**config.mk**
```make
export PLATFORM = sky130hd
export DESIGN_NAME = line_pixel_generator
export DESIGN_NICKNAME = d
export VERILOG_FILES = /design/src/design/lpg_pkg.sv /design/src/design/lpg_stepper.sv /design/src/design/lpg_addr.sv /design/src/design/line_pixel_generator.sv
export SDC_FILE = /design/constraint.sdc
export NUM_CORES = 1
export LEC_CHECK = 0
export BUFFER_PORTS_ARGS = -buffer_cell sky130_fd_sc_hd__buf_2
export CELL_PAD_IN_SITES_DETAIL_PLACEMENT = 0
export CELL_PAD_IN_SITES_GLOBAL_PLACEMENT = 1
export CORE_MARGIN = 2
export CORE_UTILIZATION = 45
export CTS_BUF_LIST = sky130_fd_sc_hd__clkbuf_4
export DETAILED_ROUTE_END_ITERATION = 8
export PLACE_DENSITY_LB_ADDON = 0.08
export SYNTH_ARGS = -nofsm -noshare
export SYNTH_HDL_FRONTEND = slang
export SYNTH_SLANG_ARGS = --single-unit
```
**constraint.sdc**
```tcl
create_clock -name i_clk -period 5.7 [get_ports i_clk]
set_clock_uncertainty 0.2 [all_clocks]
set_input_delay 1.71 -clock i_clk [delete_from_list [all_inputs] [get_ports i_clk]]
set_output_delay 1.71 -clock i_clk [all_outputs]
set_load 0.03 [all_outputs]
```
**src/design/lpg_pkg.sv**
```systemverilog
// Shared types and constants for the line pixel generator.
// No dependencies; every other design file imports this package.
`default_nettype none

package lpg_pkg;

    // Coordinate span and derived widths.
    localparam int COORD_SPAN = 512;
    localparam int COORD_W    = $clog2(COORD_SPAN);
    localparam int DELTA_W    = COORD_W + 1;
    localparam int ERR_W      = COORD_W + 3;

    // Fixed field widths.
    localparam int STRIDE_W   = 10;
    localparam int ADDR_W     = 18;
    localparam int COLOR_W    = 16;

    localparam logic [STRIDE_W-1:0] STRIDE_RESET = STRIDE_W'(512);

    // Item function codes.
    typedef enum logic {
        FUNC_START = 1'b0,
        FUNC_STEP  = 1'b1
    } t_func;

    // One input word as held in the input register.
    typedef struct packed {
        t_func               func;
        logic [COORD_W-1:0]  start_x;
        logic [COORD_W-1:0]  start_y;
        logic [COORD_W-1:0]  end_x;
        logic [COORD_W-1:0]  end_y;
        logic [COLOR_W-1:0]  color;
    } t_item;

    // One pixel before its address is formed.
    typedef struct packed {
        logic [COORD_W-1:0]  x;
        logic [COORD_W-1:0]  y;
        logic [COLOR_W-1:0]  color;
        logic                last;
    } t_pixel;

    // Status of the stepper stage.
    typedef struct packed {
        logic busy;
        logic accept;
    } t_step_status;

endpackage

`default_nettype wire

```
**src/design/lpg_stepper.sv**
```systemverilog
// Bresenham stepper: holds the line state and emits one pixel per start word and per step word while a line is active.
// Depends on lpg_pkg for the item and pixel types.
`default_nettype none

module lpg_stepper (
    input  wire                    i_clk,
    input  wire                    i_rst_n,
    input  wire                    i_in_valid,
    output logic                   o_in_ready,
    input  wire  lpg_pkg::t_item   i_item,
    output logic                   o_out_valid,
    input  wire                    i_out_ready,
    output lpg_pkg::t_pixel        o_pixel,
    output lpg_pkg::t_step_status  o_status
);
    import lpg_pkg::*;

    // Control state.
    logic r_valid, n_valid;
    logic r_busy, n_busy;

    // Line state.
    logic [COORD_W-1:0] r_cur_col, n_cur_col;
    logic [COORD_W-1:0] r_cur_row, n_cur_row;
    logic [COORD_W-1:0] r_goal_col, n_goal_col;
    logic [COORD_W-1:0] r_goal_row, n_goal_row;
    logic signed [ERR_W-1:0] r_err, n_err;
    logic [DELTA_W-1:0] r_twice_dx, n_twice_dx;
    logic [DELTA_W-1:0] r_twice_dy, n_twice_dy;
    logic r_col_down, n_col_down;
    logic r_row_down, n_row_down;
    logic r_col_major, n_col_major;
    logic [COLOR_W-1:0] r_color, n_color;
    t_pixel r_pixel, n_pixel;

    logic accept;
    logic has_result;

    // Start decode.
    logic               st_col_down;
    logic               st_row_down;
    logic [COORD_W-1:0] st_dx;
    logic [COORD_W-1:0] st_dy;
    logic [DELTA_W-1:0] st_tdx;
    logic [DELTA_W-1:0] st_tdy;
    logic               st_col_major;
    logic signed [ERR_W-1:0] st_err;

    // Step decode.
    logic               err_nonneg;
    logic signed [ERR_W-1:0] tdx_ext;
    logic signed [ERR_W-1:0] tdy_ext;
    logic [COORD_W-1:0] col_moved;
    logic [COORD_W-1:0] row_moved;

    assign o_in_ready = !r_valid || i_out_ready;
    assign accept     = i_in_valid && o_in_ready;
    assign has_result = (i_item.func == FUNC_START) || r_busy;

    // Deltas, directions and initial error for a new line.
    always_comb begin
        st_col_down  = i_item.end_x < i_item.start_x;
        st_row_down  = i_item.end_y < i_item.start_y;
        st_dx        = st_col_down ? i_item.start_x - i_item.end_x
                                   : i_item.end_x - i_item.start_x;
        st_dy        = st_row_down ? i_item.start_y - i_item.end_y
                                   : i_item.end_y - i_item.start_y;
        st_tdx       = {st_dx, 1'b0};
        st_tdy       = {st_dy, 1'b0};
        st_col_major = st_tdx > st_tdy;
        if (st_col_major) begin
            st_err = $signed({2'b00, st_tdy}) - $signed({3'b000, st_dx});
        end else begin
            st_err = $signed({2'b00, st_tdx}) - $signed({3'b000, st_dy});
        end
    end

    // One step along the major axis, with a minor step when the error allows.
    assign err_nonneg = !r_err[ERR_W-1];
    assign tdx_ext    = $signed({2'b00, r_twice_dx});
    assign tdy_ext    = $signed({2'b00, r_twice_dy});
    assign col_moved  = r_col_down ? r_cur_col - 1'b1 : r_cur_col + 1'b1;
    assign row_moved  = r_row_down ? r_cur_row - 1'b1 : r_cur_row + 1'b1;

    always_comb begin
        n_valid     = r_valid;
        n_busy      = r_busy;
        n_cur_col   = r_cur_col;
        n_cur_row   = r_cur_row;
        n_goal_col  = r_goal_col;
        n_goal_row  = r_goal_row;
        n_err       = r_err;
        n_twice_dx  = r_twice_dx;
        n_twice_dy  = r_twice_dy;
        n_col_down  = r_col_down;
        n_row_down  = r_row_down;
        n_col_major = r_col_major;
        n_color     = r_color;
        n_pixel     = r_pixel;

        if (i_out_ready) begin
            n_valid = 1'b0;
        end

        if (accept) begin
            n_valid = has_result;
            if (i_item.func == FUNC_START) begin
                n_cur_col     = i_item.start_x;
                n_cur_row     = i_item.start_y;
                n_goal_col    = i_item.end_x;
                n_goal_row    = i_item.end_y;
                n_err         = st_err;
                n_twice_dx    = st_tdx;
                n_twice_dy    = st_tdy;
                n_col_down    = st_col_down;
                n_row_down    = st_row_down;
                n_col_major   = st_col_major;
                n_color       = i_item.color;
                n_pixel.last  = st_col_major ? (i_item.start_x == i_item.end_x)
                                             : (i_item.start_y == i_item.end_y);
            end else if (r_busy) begin
                if (r_col_major) begin
                    n_cur_col = col_moved;
                    if (err_nonneg) begin
                        n_cur_row = row_moved;
                        n_err     = r_err - tdx_ext + tdy_ext;
                    end else begin
                        n_err     = r_err + tdy_ext;
                    end
                    n_pixel.last = col_moved == r_goal_col;
                end else begin
                    n_cur_row = row_moved;
                    if (err_nonneg) begin
                        n_cur_col = col_moved;
                        n_err     = r_err - tdy_ext + tdx_ext;
                    end else begin
                        n_err     = r_err + tdx_ext;
                    end
                    n_pixel.last = row_moved == r_goal_row;
                end
            end
            if (has_result) begin
                n_busy        = !n_pixel.last;
                n_pixel.x     = n_cur_col;
                n_pixel.y     = n_cur_row;
                n_pixel.color = n_color;
            end
        end
    end

    // Control registers.
    always_ff @(posedge i_clk) begin
        if (!i_rst_n) begin
            r_valid <= 1'b0;
            r_busy  <= 1'b0;
        end else begin
            r_valid <= n_valid;
            r_busy  <= n_busy;
        end
    end

    // Line state and result registers; only read while busy or valid.
    always_ff @(posedge i_clk) begin
        r_cur_col   <= n_cur_col;
        r_cur_row   <= n_cur_row;
        r_goal_col  <= n_goal_col;
        r_goal_row  <= n_goal_row;
        r_err       <= n_err;
        r_twice_dx  <= n_twice_dx;
        r_twice_dy  <= n_twice_dy;
        r_col_down  <= n_col_down;
        r_row_down  <= n_row_down;
        r_col_major <= n_col_major;
        r_color     <= n_color;
        r_pixel     <= n_pixel;
    end

    assign o_out_valid     = r_valid;
    assign o_pixel         = r_pixel;
    assign o_status.busy   = r_busy;
    assign o_status.accept = accept;

endmodule

`default_nettype wire

```
**src/design/lpg_addr.sv**
```systemverilog
// Address stage: forms x + y * stride and holds the outgoing pixel word.
// Depends on lpg_pkg for the pixel type and field widths.
`default_nettype none

module lpg_addr (
    input  wire                              i_clk,
    input  wire                              i_rst_n,
    input  wire  [lpg_pkg::STRIDE_W-1:0]     i_stride,
    input  wire                              i_in_valid,
    output logic                             o_in_ready,
    input  wire  lpg_pkg::t_pixel            i_pixel,
    output logic                             o_out_valid,
    input  wire                              i_out_ready,
    output logic [lpg_pkg::COORD_W-1:0]      o_pixel_x,
    output logic [lpg_pkg::COORD_W-1:0]      o_pixel_y,
    output logic [lpg_pkg::ADDR_W-1:0]       o_pixel_address,
    output logic [lpg_pkg::COLOR_W-1:0]      o_pixel_value,
    output logic                             o_last
);
    import lpg_pkg::*;

    logic r_valid;
    logic [COORD_W-1:0] r_x;
    logic [COORD_W-1:0] r_y;
    logic [ADDR_W-1:0]  r_addr;
    logic [COLOR_W-1:0] r_color;
    logic               r_last;

    logic [ADDR_W-1:0] y_ext;
    logic [ADDR_W-1:0] stride_ext;
    logic [ADDR_W-1:0] n_addr;
    logic              load;

    assign o_in_ready = !r_valid || i_out_ready;
    assign load       = i_in_valid && o_in_ready;

    // Row offset plus column, wrapping to the address width.
    assign y_ext      = ADDR_W'(i_pixel.y);
    assign stride_ext = ADDR_W'(i_stride);
    assign n_addr     = ADDR_W'(y_ext * stride_ext) + ADDR_W'(i_pixel.x);

    // Output valid.
    always_ff @(posedge i_clk) begin
        if (!i_rst_n) begin
            r_valid <= 1'b0;
        end else if (o_in_ready) begin
            r_valid <= i_in_valid;
        end
    end

    // Output word.
    always_ff @(posedge i_clk) begin
        if (load) begin
            r_x     <= i_pixel.x;
            r_y     <= i_pixel.y;
            r_addr  <= n_addr;
            r_color <= i_pixel.color;
            r_last  <= i_pixel.last;
        end
    end

    assign o_out_valid     = r_valid;
    assign o_pixel_x       = r_x;
    assign o_pixel_y       = r_y;
    assign o_pixel_address = r_addr;
    assign o_pixel_value   = r_color;
    assign o_last          = r_last;

endmodule

`default_nettype wire

```
**src/design/line_pixel_generator.sv**
```systemverilog
// Top level of the line pixel generator: input register, stepper, address stage.
// Depends on lpg_pkg, lpg_stepper and lpg_addr.
`default_nettype none

// A start word (func = 0) carries two endpoints and a color and produces the
// first pixel of the line; each step word (func = 1) produces the next pixel,
// and the pixel at the end point comes out with last set. A step word while no
// line is active produces nothing, and a start word always abandons the line in
// progress. The block takes one word per clock and delivers one pixel per clock
// when the output side is ready; a pixel is presented once its word has passed
// three registers (input register, Bresenham error update, address multiply). The
// rate is set by the single error-term add and compare in the stepper. The stride
// register may only be written while no pixel is pending.

module line_pixel_generator (
    input  wire                              i_clk,
    input  wire                              i_rst_n,
    input  wire                              i_cfg_we,
    input  wire  [lpg_pkg::STRIDE_W-1:0]     i_cfg_wdata,
    input  wire                              i_in_valid,
    output logic                             o_in_ready,
    input  wire                              i_func,
    input  wire  [lpg_pkg::COORD_W-1:0]      i_start_x,
    input  wire  [lpg_pkg::COORD_W-1:0]      i_start_y,
    input  wire  [lpg_pkg::COORD_W-1:0]      i_end_x,
    input  wire  [lpg_pkg::COORD_W-1:0]      i_end_y,
    input  wire  [lpg_pkg::COLOR_W-1:0]      i_pixel_color,
    output logic                             o_out_valid,
    input  wire                              i_out_ready,
    output logic [lpg_pkg::COORD_W-1:0]      o_pixel_x,
    output logic [lpg_pkg::COORD_W-1:0]      o_pixel_y,
    output logic [lpg_pkg::ADDR_W-1:0]       o_pixel_address,
    output logic [lpg_pkg::COLOR_W-1:0]      o_pixel_value,
    output logic                             o_last
);
    import lpg_pkg::*;

    logic [STRIDE_W-1:0] r_line_stride;
    logic                r_s1_valid;
    t_item               r_s1_item;

    logic         step_ready;
    logic         step_valid;
    t_pixel       step_pixel;
    t_step_status step_status;
    logic         addr_ready;

    // Stride register.
    always_ff @(posedge i_clk) begin
        if (!i_rst_n) begin
            r_line_stride <= STRIDE_RESET;
        end else if (i_cfg_we) begin
            r_line_stride <= i_cfg_wdata;
        end
    end

    // Input register.
    assign o_in_ready = !r_s1_valid || step_ready;

    always_ff @(posedge i_clk) begin
        if (!i_rst_n) begin
            r_s1_valid <= 1'b0;
        end else if (o_in_ready) begin
            r_s1_valid <= i_in_valid;
        end
    end

    always_ff @(posedge i_clk) begin
        if (i_in_valid && o_in_ready) begin
            r_s1_item.func    <= t_func'(i_func);
            r_s1_item.start_x <= i_start_x;
            r_s1_item.start_y <= i_start_y;
            r_s1_item.end_x   <= i_end_x;
            r_s1_item.end_y   <= i_end_y;
            r_s1_item.color   <= i_pixel_color;
        end
    end

    // Bresenham stepper.
    lpg_stepper u_stepper (
        .i_clk       (i_clk),
        .i_rst_n     (i_rst_n),
        .i_in_valid  (r_s1_valid),
        .o_in_ready  (step_ready),
        .i_item      (r_s1_item),
        .o_out_valid (step_valid),
        .i_out_ready (addr_ready),
        .o_pixel     (step_pixel),
        .o_status    (step_status)
    );

    // Address stage and output register.
    lpg_addr u_addr (
        .i_clk           (i_clk),
        .i_rst_n         (i_rst_n),
        .i_stride        (r_line_stride),
        .i_in_valid      (step_valid),
        .o_in_ready      (addr_ready),
        .i_pixel         (step_pixel),
        .o_out_valid     (o_out_valid),
        .i_out_ready     (i_out_ready),
        .o_pixel_x       (o_pixel_x),
        .o_pixel_y       (o_pixel_y),
        .o_pixel_address (o_pixel_address),
        .o_pixel_value   (o_pixel_value),
        .o_last          (o_last)
    );

    // A step word taken with no active line produces no pixel.
    a_idle_step_silent: assert property (@(posedge i_clk) disable iff (!i_rst_n)
        (step_status.accept && !step_status.busy && r_s1_item.func == FUNC_STEP)
        |=> !step_valid)
        else $error("step word with no active line produced a pixel");

    // Every start word produces a pixel.
    a_start_emits: assert property (@(posedge i_clk) disable iff (!i_rst_n)
        (step_status.accept && r_s1_item.func == FUNC_START) |=> step_valid)
        else $error("start word produced no pixel");

    // The line ends exactly when its last pixel is produced.
    a_last_ends_line: assert property (@(posedge i_clk) disable iff (!i_rst_n)
        (step_status.accept && (r_s1_item.func == FUNC_START || step_status.busy))
        |=> (step_pixel.last == !step_status.busy))
        else $error("busy flag disagrees with the last-pixel marker");

    // The address matches the coordinates and stride it was formed from.
    a_addr_formed: assert property (@(posedge i_clk) disable iff (!i_rst_n)
        (step_valid && addr_ready) |=>
        (o_pixel_address == ADDR_W'(ADDR_W'($past(step_pixel.y))
            * ADDR_W'($past(r_line_stride)) + ADDR_W'($past(step_pixel.x)))))
        else $error("pixel address does not match its coordinates");

endmodule

`default_nettype wire

```
==> impl_metrics.tcl, run 1 <==
set metrics [dict create \
    slew_headroom_pct 39.5 \
    cp_num_cells 18 \
    rsz0062_at_grt "false" \
    reg2reg_from "u_stepper.o_pixel[21]" \
    ys_warn_count 0 \
    fin_area_um2 19500 \
    std_cell_rows 71 \
    avgSynthCellArea_um2 11.0 \
    grt_start_max_net_pins 56 \
    core_area_um2 37800 \
    fin_crit_sh_pct 94.8 \
    antenna_found_initial 3 \
    drtIter0Drc 581 \
    hold_viol_final 0 \
    clk_path_buf_depth 3 \
    synth_edf_count 225 \
    synth_xor_area_share_pct 5.97 \
    drive_gt1_share_pct 17.0 \
    antenna_left 0 \
    cp.required_ns 6.03 \
    insertion_delay_ns 0.76 \
    cts.clk_slew.worst_paths_ns 0.08 \
    crit_arrival_ns 5.73 \
    placed_cell_area_um2 18600 \
    first_pass_iters 5 \
    cts_tree "done" \
    stdcell_count 2310 \
    cpMostUsedCell "fa_1" \
    startpoint "u_stepper.o_pixel[21]" \
    pre_cts_slack_ns 0.151 \
    ys.flop_type "edfxtp_1" \
    leakagePower_nw 8.51 \
    layout.nets 2069 \
    totalWireLength_um 40900 \
    async_reset_ff_share_pct 0 \
    min_path_type "register to register" \
    crit_fanout 9 \
    post-route-min-period_ns 5.41 \
    dieArea_um2 40100 \
    status "finished clean" \
    netlist_area_um2 17300 \
    cap_violations 0 \
    fin_ws_ns 0.294 \
    worst_slew_pin_slew_ns 0.899 \
    syn-num-nets 1898 \
    synth_top_family_by_area "adder cells" \
    finalSetupViolCount 0 \
    critical_path_class "register to register" \
    viasPerCell 5.17 \
    numCtsBuffers 68 \
    start_kind "register" \
    pin_count 123 \
    drc 0 \
    critPathSlowestCell "edfxtp_1" \
    placed_cells 2187 \
    hpwl_um 31600 \
    muxShareOfSynthArea_pct 4.14 \
    slowest_delay_ns 0.53 \
    grt_first_pass_wirelength_um 66300 \
    wire_per_inst_um 17.7 \
    synth_compound_area_share_pct 11.1 \
    area_growth_syn_to_layout_pct 12.5 \
    yosysSeqAreaShare_pct 40.6 \
    vias 11944 \
    fmax_mhz 185 \
    routabilityCongestion 0.855 \
    critPathBufInv 4 \
    top_usage_layer "met2" \
    grtUsageMet3_pct 4.41 \
    grt_use_total_pct 20.8 \
    hold_depth 0 \
    crit_path_end_kind "register" \
    die_x_um 200 \
    yosys_register_bits 239 \
    gr-usage-met1_pct 28.6 \
    synth_cell_types 74 \
    p_per_area_nw_per_um2 343 \
    clkSinkCount 239 \
    portBuffers 122 \
    hp-start "u_stepper.o_pixel[7]" \
    ir_drop_mv 0.192 \
    grt_pass1_vias 12353 \
    synthSimpleGateAreaFrac_pct 10.5 \
    grt_util_met2_pct 33.3 \
    die_y_um 200 \
    synthAdderAreaFrac_pct 22.1 \
    crit_path_cell_trace "and2_1 -> fa_1 -> fa_1 -> inv_1 -> fa_1 -> inv_1 -> fa_1 -> inv_1 -> fa_1 -> inv_1 -> ha_1 -> and3_1 -> a21oi_1 -> o21ai_1 -> o41a_1 -> a2111o_1 -> a21oi_1 -> xnor2_1" \
    cts.htree.levels 3 \
    root_buffer "clkbuf_4" \
    fillers 3491 \
    whs_ns 0.213 \
    report.final.slew_viol_count 0 \
    netlist_instances 1578 \
    globalRouteOverflowTotal 0 \
    start_util_pct 45.8 \
    worstRegToRegCells 18 \
    fin_setup_tns_ns 0 \
    cp_top_family "adder cells" \
]
==> synth_stat cells, types with 9 or more instances <==
library cell / number / area, um^2
a211oi_1: 23 / 173
a21o_1: 33 / 248
a21oi_1: 78 / 390
and2_1: 58 / 363
and3_1: 9 / 56.3
clkbuf_1: 47 / 176
dfxtp_1: 14 / 280
edfxtp_1: 225 / 6760
fa_1: 91 / 1820
ha_1: 161 / 2010
inv_1: 195 / 732
mux2_2: 17 / 191
mux2i_1: 31 / 310
nand2_1: 85 / 319
nand2b_1: 13 / 81.3
nand3_1: 25 / 125
nor2_1: 98 / 368
nor2b_1: 16 / 100
nor3_1: 25 / 125
o211ai_1: 9 / 67.6
o21a_1: 17 / 128
o21ai_0: 46 / 230
o21ai_1: 14 / 70.1
or3_1: 9 / 56.3
xnor2_1: 68 / 596
xor2_1: 45 / 394
==> metal layers <==
layer  vias to the layer above  wire, um
li1                       5911         -
met1                      5724     19600
met2                       243     18500
met3                        64      1970
met4                         2       714
met5                         -        10
==> flip-flops by register name, summed over array words and instances, names as in the netlist, 9 cells and up <==
| name | count |
|---|---|
| u_addr.o_pixel_y | 9 |
| u_addr.o_pixel_address | 18 |
| r_s1_item | 53 |
| u_stepper.r_twice_dx | 9 |
| u_stepper.o_pixel | 35 |
| u_stepper.r_color | 16 |
| u_stepper.r_goal_row | 9 |
| r_line_stride | 10 |
| u_stepper.r_cur_col | 9 |
| u_stepper.r_twice_dy | 9 |
| u_addr.o_pixel_x | 9 |
| u_stepper.r_cur_row | 9 |
| u_stepper.r_err | 11 |
| u_stepper.r_goal_col | 9 |
| u_addr.o_pixel_value | 16 |
==> timing repair <==
item                                    in CTS  in global routing
buffers inserted                             0                  3
hold buffers                                 0                  0
gates resized for setup                      0                  2
endpoints found under the setup margin       0                  2
==> layout make-up <==
type | instances | area, um^2 | share of cell area [%]
multi-input combinational | 1088 | 9390 | 48.1
sequential | 239 | 7040 | 36.1
timing repair buffer | 155 | 871 | 4.46
inverter | 197 | 739 | 3.79
clock buffer | 93 | 698 | 3.58
tap | 511 | 639 | 3.28
clock inverter | 19 | 110 | 0.564
antenna | 8 | 20.0 | 0.103
==> layout by cell type (no fill, tap or decap), types with 15 or more instances in the layout <==
| cell type | instances |
|---|---|
| and2_1 | 58 |
| o21a_1 | 17 |
| buf_4 | 32 |
| a21o_1 | 33 |
| o21ai_0 | 46 |
| a21oi_1 | 76 |
| xor2_1 | 45 |
| inv_1 | 195 |
| nand3_1 | 25 |
| nor2b_1 | 15 |
| nor2_1 | 97 |
| mux2_2 | 17 |
| nand2_1 | 85 |
| a211oi_1 | 23 |
| nor3_1 | 25 |
| mux2i_1 | 31 |
| edfxtp_1 | 225 |
| fa_1 | 91 |
| xnor2_1 | 68 |
| ha_1 | 161 |
| clkbuf_4 | 93 |
| buf_2 | 122 |
==> through the flow <==
stage                     power, mW  utilization, %
final                          6.69            51.5
after global routing           7.25            51.5
after CTS                      6.75            51.4
after detailed placement       5.17            49.3
after global placement         5.16            49.3
after floorplan                4.44               -
==> power by group <==
group / leakage, nW / switching, mW / total [mW] / internal [mW]
registers: 2.22 / 0.0757 / 2.20 / 2.12
clock network: 0.477 / 0.771 / 1.53 / 0.763
logic: 5.81 / 1.67 / 2.96 / 1.29
==> path summary, 6_finish.rpt <==
kind | to | slack, ns
worst max-delay path | u_addr.o_pixel_address[16] | 0.29
worst min-delay path | u_addr.o_pixel_value[6] | 0.21
worst max register to register | u_addr.o_pixel_address[16] | 0.29
worst min register to register | u_addr.o_pixel_value[6] | 0.21
==> cell families after synthesis <==
group | Yosys count
DFF | 239
and+or+nand+nor | 371
muxes | 60
AOI/OAI and AO/OA | 290
buffers and inverters | 251
xor gates and xnor gates | 115
adders and majority gates | 252
Power figures use the tool's default switching activity.
==> inputs of run 2 (changes only) <==
--- a/config.mk
+++ b/config.mk
@@ -13,6 +13,7 @@
 export CTS_BUF_LIST = sky130_fd_sc_hd__clkbuf_4
 export DETAILED_ROUTE_END_ITERATION = 8
 export PLACE_DENSITY_LB_ADDON = 0.08
+export REMOVE_ABC_BUFFERS = 1
 export SYNTH_ARGS = -nofsm -noshare
 export SYNTH_HDL_FRONTEND = slang
 export SYNTH_SLANG_ARGS = --single-unit
==> impl_metrics.tcl, run 2 (synthesis gave the netlist of run 1 again) <==
set metrics [dict create \
    crit_arrival_ns 5.88 \
    final_cell_mix "edfxtp_1 (225), inv_1 (195), ha_1 (159)" \
    worst_slew_pin_slew_ns 1.13 \
    whs_ns 0.205 \
    drtIter0Drc 529 \
    globalRouteOverflowTotal 0 \
    final_common_cell "edfxtp_1" \
    dieArea_um2 40100 \
    post-route-min-period_ns 5.60 \
    maxUsedRoutingLayer "met4" \
    switching_share_pct 37.5 \
    seq_power_share_pct 32.6 \
    fmax_mhz 179 \
    cts.clk_slew.worst_paths_ns 0.06 \
    leakagePower_nw 8.55 \
    crit_fanout 6 \
    drc 0 \
    grt_use_total_pct 21.7 \
    fin_total_pwr_mw 6.74 \
    insertion_delay_ns 0.76 \
    cap_violations 0 \
    die_x_um 200 \
    route.met3.wl_um 1850 \
    clkSinkCount 239 \
    start_util_pct 45.8 \
    power.switching_mw 2.53 \
    p_int_mw 4.21 \
    pin_count 123 \
    start_kind "register" \
    core_area_um2 37800 \
    viasPerCell 5.18 \
    grt_pass1_vias 12376 \
    area_growth_syn_to_layout_pct 12.9 \
    cts.htree.levels 3 \
    cts_tree "done" \
    wire_per_inst_um 18.4 \
    combinationalPowerShare_pct 44.3 \
    crit_path_end_kind "register" \
    slew_headroom_pct 24.1 \
    routabilityCongestion 0.838 \
    vias 11953 \
    p_clk_share_pct 23.1 \
    layout.nets 2073 \
    critical_path_class "register to register" \
    std_cell_rows 71 \
    status "finished clean" \
    root_buffer "clkbuf_4" \
    die_y_um 200 \
    first_pass_iters 5 \
    antenna_left 0 \
    report.final.slew_viol_count 0 \
    drive_gt1_share_pct 17.6 \
    wl_met1_um 20800 \
    clk_path_buf_depth 3 \
    fin_ws_ns 0.102 \
    ctsHoldBuffers 0 \
    ir_drop_mv 0.176 \
    totalWireLength_um 42400 \
    cp.required_ns 5.98 \
    numCtsBuffers 69 \
    grt_first_pass_wirelength_um 67800 \
    top_register "r_s1_item" \
    finalSetupViolCount 0 \
    hpwl_um 32200 \
    grt_start_max_net_pins 47 \
    fin_crit_sh_pct 98.2 \
    wl_met2_um 18900 \
    pre_cts_slack_ns 0.126 \
    largest_register_ffs 53 \
    final_core_util_pct 51.7 \
    p_per_area_nw_per_um2 345 \
    portBuffers 122 \
    hold_viol_final 0 \
    antenna_found_initial 1 \
    min_path_type "register to register" \
]
## run 2: cell count changes in the layout (fill, tap and decap cells not counted), moves of 2 or more
| cell | before | now |
|---|---|---|
| clkbuf_4 | 93 | 97 |
| diode_2 | 8 | 1 |
| buf_4 | 32 | 34 |
| ha_1 | 161 | 159 |
| ha_4 | 0 | 2 |
## run 2: path summary, 6_finish.rpt
path                               from                    endpoint  slack (ns)  cells after the start
setup reg to reg  u_stepper.o_pixel[17]  u_addr.o_pixel_address[16]        0.10                     19
setup / recovery  u_stepper.o_pixel[17]  u_addr.o_pixel_address[16]        0.10                     19
hold reg to reg   u_stepper.o_pixel[12]    u_addr.o_pixel_value[11]        0.20                      0
hold / removal    u_stepper.o_pixel[12]    u_addr.o_pixel_value[11]        0.20                      0
## run 2: what timing repair did
item                       CTS  global route
setup endpoints to repair    0             3
resized for setup            0             6
hold endpoints to repair     0             0
setup buffers                0             5
## run 2: metal layers
layer  vias to the layer above  global-route usage [%]
li1                       5915                       -
met1                      5751                    30.9
met2                       229                    33.7
met3                        58                    4.17
met4                         0                    6.22
met5                         -                       0
## run 2: per-stage QoR
| stage | instance area, um^2 | setup TNS [ns] | cells |
|---|---|---|---|
| after floorplan | 17100 | 0 | 1524 |
| after global placement | 18700 | 0 | 2188 |
| after detailed placement | 18700 | 0 | 2188 |
| after CTS | 19500 | 0 | 2303 |
| after global routing | 19600 | -0.0136 | 2309 |
| final | 19600 | 0 | 2309 |
## run 2: critical path, cell delays in order (launching register included)
cell      delay [ns]
edfxtp_1        0.50
buf_4           0.19
buf_4           0.15
and2_1          0.17
fa_1            0.46
ha_1            0.32
ha_1            0.28
inv_1           0.04
fa_1            0.47
inv_1           0.05
fa_1            0.52
ha_4            0.22
o21ai_1         0.08
nor2_1          0.09
o41ai_2         0.41
o21ai_1         0.14
o41a_1          0.43
a2111o_1        0.40
a21oi_2         0.15
xnor2_1         0.07
## run 2: cell type report
class | count | area [um^2]
fill | 3540 | 18300
timing repair buffer | 158 | 906
antenna | 1 | 2.50
sequential | 239 | 7040
tap | 511 | 639
multi-input combinational | 1088 | 9420
clock inverter | 18 | 96.3
inverter | 197 | 739
clock buffer | 97 | 728
## run 2: power by group through the flow
stage               sequential, mW  combinational (mW)  clock, mW
CTS                           2.20                2.98       1.62
global route                  2.21                3.36       1.72
global placement              2.23                2.94          0
finish                        2.20                2.99       1.56
detailed placement            2.24                2.95          0
floorplan                     2.26                2.16          0
==> inputs of run 3 (changes only) <==
--- a/config.mk
+++ b/config.mk
@@ -12,8 +12,10 @@
 export CORE_UTILIZATION = 45
 export CTS_BUF_LIST = sky130_fd_sc_hd__clkbuf_4
 export DETAILED_ROUTE_END_ITERATION = 8
+export GPL_TIMING_DRIVEN = 0
 export PLACE_DENSITY_LB_ADDON = 0.08
 export REMOVE_ABC_BUFFERS = 1
+export SLEW_MARGIN = 20
 export SYNTH_ARGS = -nofsm -noshare
 export SYNTH_HDL_FRONTEND = slang
 export SYNTH_SLANG_ARGS = --single-unit
==> impl_metrics.tcl, run 3 (synthesis gave the netlist of run 1 again) <==
set metrics [dict create \
    status "finished clean" \
    hpwl_um 31000 \
    pin_count 123 \
    area_growth_syn_to_layout_pct 14.0 \
    cts.htree.levels 3 \
    leakagePower_nw 8.61 \
    crit_arrival_ns 5.81 \
    grt_start_max_net_pins 29 \
    routabilityCongestion 0.837 \
    largest_register_ffs 53 \
    min_path_type "register to register" \
    fillers 3500 \
    rsz0062_at_grt "true" \
    critPathSlowestCell "edfxtp_1" \
    final_cell_mix "edfxtp_1 (225), inv_1 (194), ha_1 (161)" \
    fin_ws_ns 0.172 \
    fin_setup_tns_ns 0 \
    grt_first_pass_wirelength_um 65500 \
    rrSetupSlack_ns 0.17 \
    antenna_found_initial 1 \
    totalWireLength_um 40300 \
    dieArea_um2 40100 \
    vias 11904 \
    portBuffers 122 \
    crit_path_end_kind "register" \
    grt_use_total_pct 20.6 \
    p_per_area_nw_per_um2 342 \
    rr_endpoint "u_addr.o_pixel_address[16]" \
    finalSetupViolCount 0 \
    first_pass_iters 4 \
    worst_slew_pin_slew_ns 1.04 \
    drc 0 \
    std_cell_rows 71 \
    clkSinkCount 239 \
    cts.clk_slew.worst_paths_ns 0.07 \
    worstHoldEndpoint "u_addr.o_pixel_value[13]" \
    top_register "r_s1_item" \
    cts_tree "done" \
    root_buffer "clkbuf_4" \
    grt_pass1_vias 12195 \
    post-route-min-period_ns 5.53 \
    hold_viol_final 0 \
    cpMostUsedCell "fa_1" \
    start_util_pct 45.8 \
    cap_violations 0 \
    die_x_um 200 \
    clk_path_buf_depth 3 \
    pre_cts_slack_ns -0.213 \
    fin_crit_sh_pct 97.0 \
    viasPerCell 5.17 \
    layout.nets 2070 \
    crit_path_cell_trace "nand2_1 -> fa_1 -> fa_1 -> inv_1 -> fa_1 -> fa_1 -> inv_1 -> fa_1 -> inv_1 -> ha_1 -> and3_1 -> a21oi_1 -> o21ai_2 -> o41a_1 -> a2111o_1 -> a21oi_2 -> xnor2_1" \
    hp-start "u_stepper.o_pixel[14]" \
    wire_per_inst_um 17.5 \
    crit_fanout 11 \
    drive_gt1_share_pct 17.8 \
    insertion_delay_ns 0.73 \
    cp_num_cells 17 \
    ir_drop_mv 0.221 \
    hold_depth 0 \
    fmax_mhz 181 \
    numCtsBuffers 66 \
    critical_path_class "register to register" \
    critPathBufInv 3 \
    slew_headroom_pct 29.9 \
    cp_top_family "adder cells" \
    core_area_um2 37800 \
    die_y_um 200 \
    start_kind "register" \
    reg2reg_from "u_stepper.o_pixel[23]" \
    report.final.slew_viol_count 0 \
    drtIter0Drc 621 \
    antenna_left 0 \
    worstRegToRegCells 17 \
    cp.required_ns 5.98 \
    whs_ns 0.200 \
    final_common_cell "edfxtp_1" \
    globalRouteOverflowTotal 0 \
    ctsHoldBuffers 0 \
    slowest_delay_ns 0.59 \
]
[run 3: stage by stage]
step | util (%) | power, mW | area [um^2] | std cells
detailed placement | 49.4 | 5.12 | 18700 | 2171
global route | 52.2 | 7.31 | 19800 | 2304
floorplan | - | 4.42 | 17100 | 1524
finish | 52.2 | 6.75 | 19800 | 2304
CTS | 51.7 | 6.76 | 19600 | 2281
global placement | 48.5 | 5.06 | 18400 | 2157
[run 3: final cells by class]
cell class                 instances  area [um^2]  area share (%)
clock inverter                    15          125           0.633
sequential                       239         7040            35.6
multi-input combinational       1088         9430            47.7
clock buffer                      95          713            3.61
inverter                         197          739            3.74
antenna                            1         2.50          0.0127
tap                              511          639            3.24
timing repair buffer             158         1070            5.43
[run 3: what timing repair did]
item / CTS / global route
hold endpoints to repair: 0 / 0
gates resized for setup: 2 / 8
pin swaps: 0 / 3
buffers inserted: 0 / 21
setup endpoints to repair: 7 / 9
[run 3: worst max path at each step]
stage,from,end
2_1_floorplan,i_out_ready,r_s1_item[0]
3_3_place_gp,r_s1_item[52],u_stepper.o_pixel[6]
3_5_place_dp,r_s1_item[21],u_stepper.r_err[10]
4_1_cts,u_stepper.o_pixel[19],u_addr.o_pixel_address[16]
5_1_grt,u_stepper.o_pixel[17],u_addr.o_pixel_address[16]
6_report,u_stepper.o_pixel[23],u_addr.o_pixel_address[16]
[run 3: report_power, final]
part / switching, mW / internal (mW) / total, mW
Clock: 0.729 / 0.855 / 1.58
Combinational: 1.63 / 1.32 / 2.95
Sequential: 0.0985 / 2.12 / 2.22
Total: 2.46 / 4.30 / 6.75
[run 3: layer usage]
metal / share of wire (%) / vias up / GRT usage [%]
met5: 0 / - / 0
met4: 2.0 / 0 / 5.98
met3: 5.0 / 50 / 4.04
met2: 43 / 255 / 31.4
met1: 50 / 5694 / 29.8
li1: - / 5905 / -
[run 3: worst register-to-register path: cells and delay by family (launching register included)]
family | cells | cell delay [ns]
fa+ha+maj | 6 | 2.74
simple gates | 2 | 0.31
buf+inv | 3 | 0.14
flops | 1 | 0.59
xor+xnor | 1 | 0.08
compound gates | 5 | 1.24
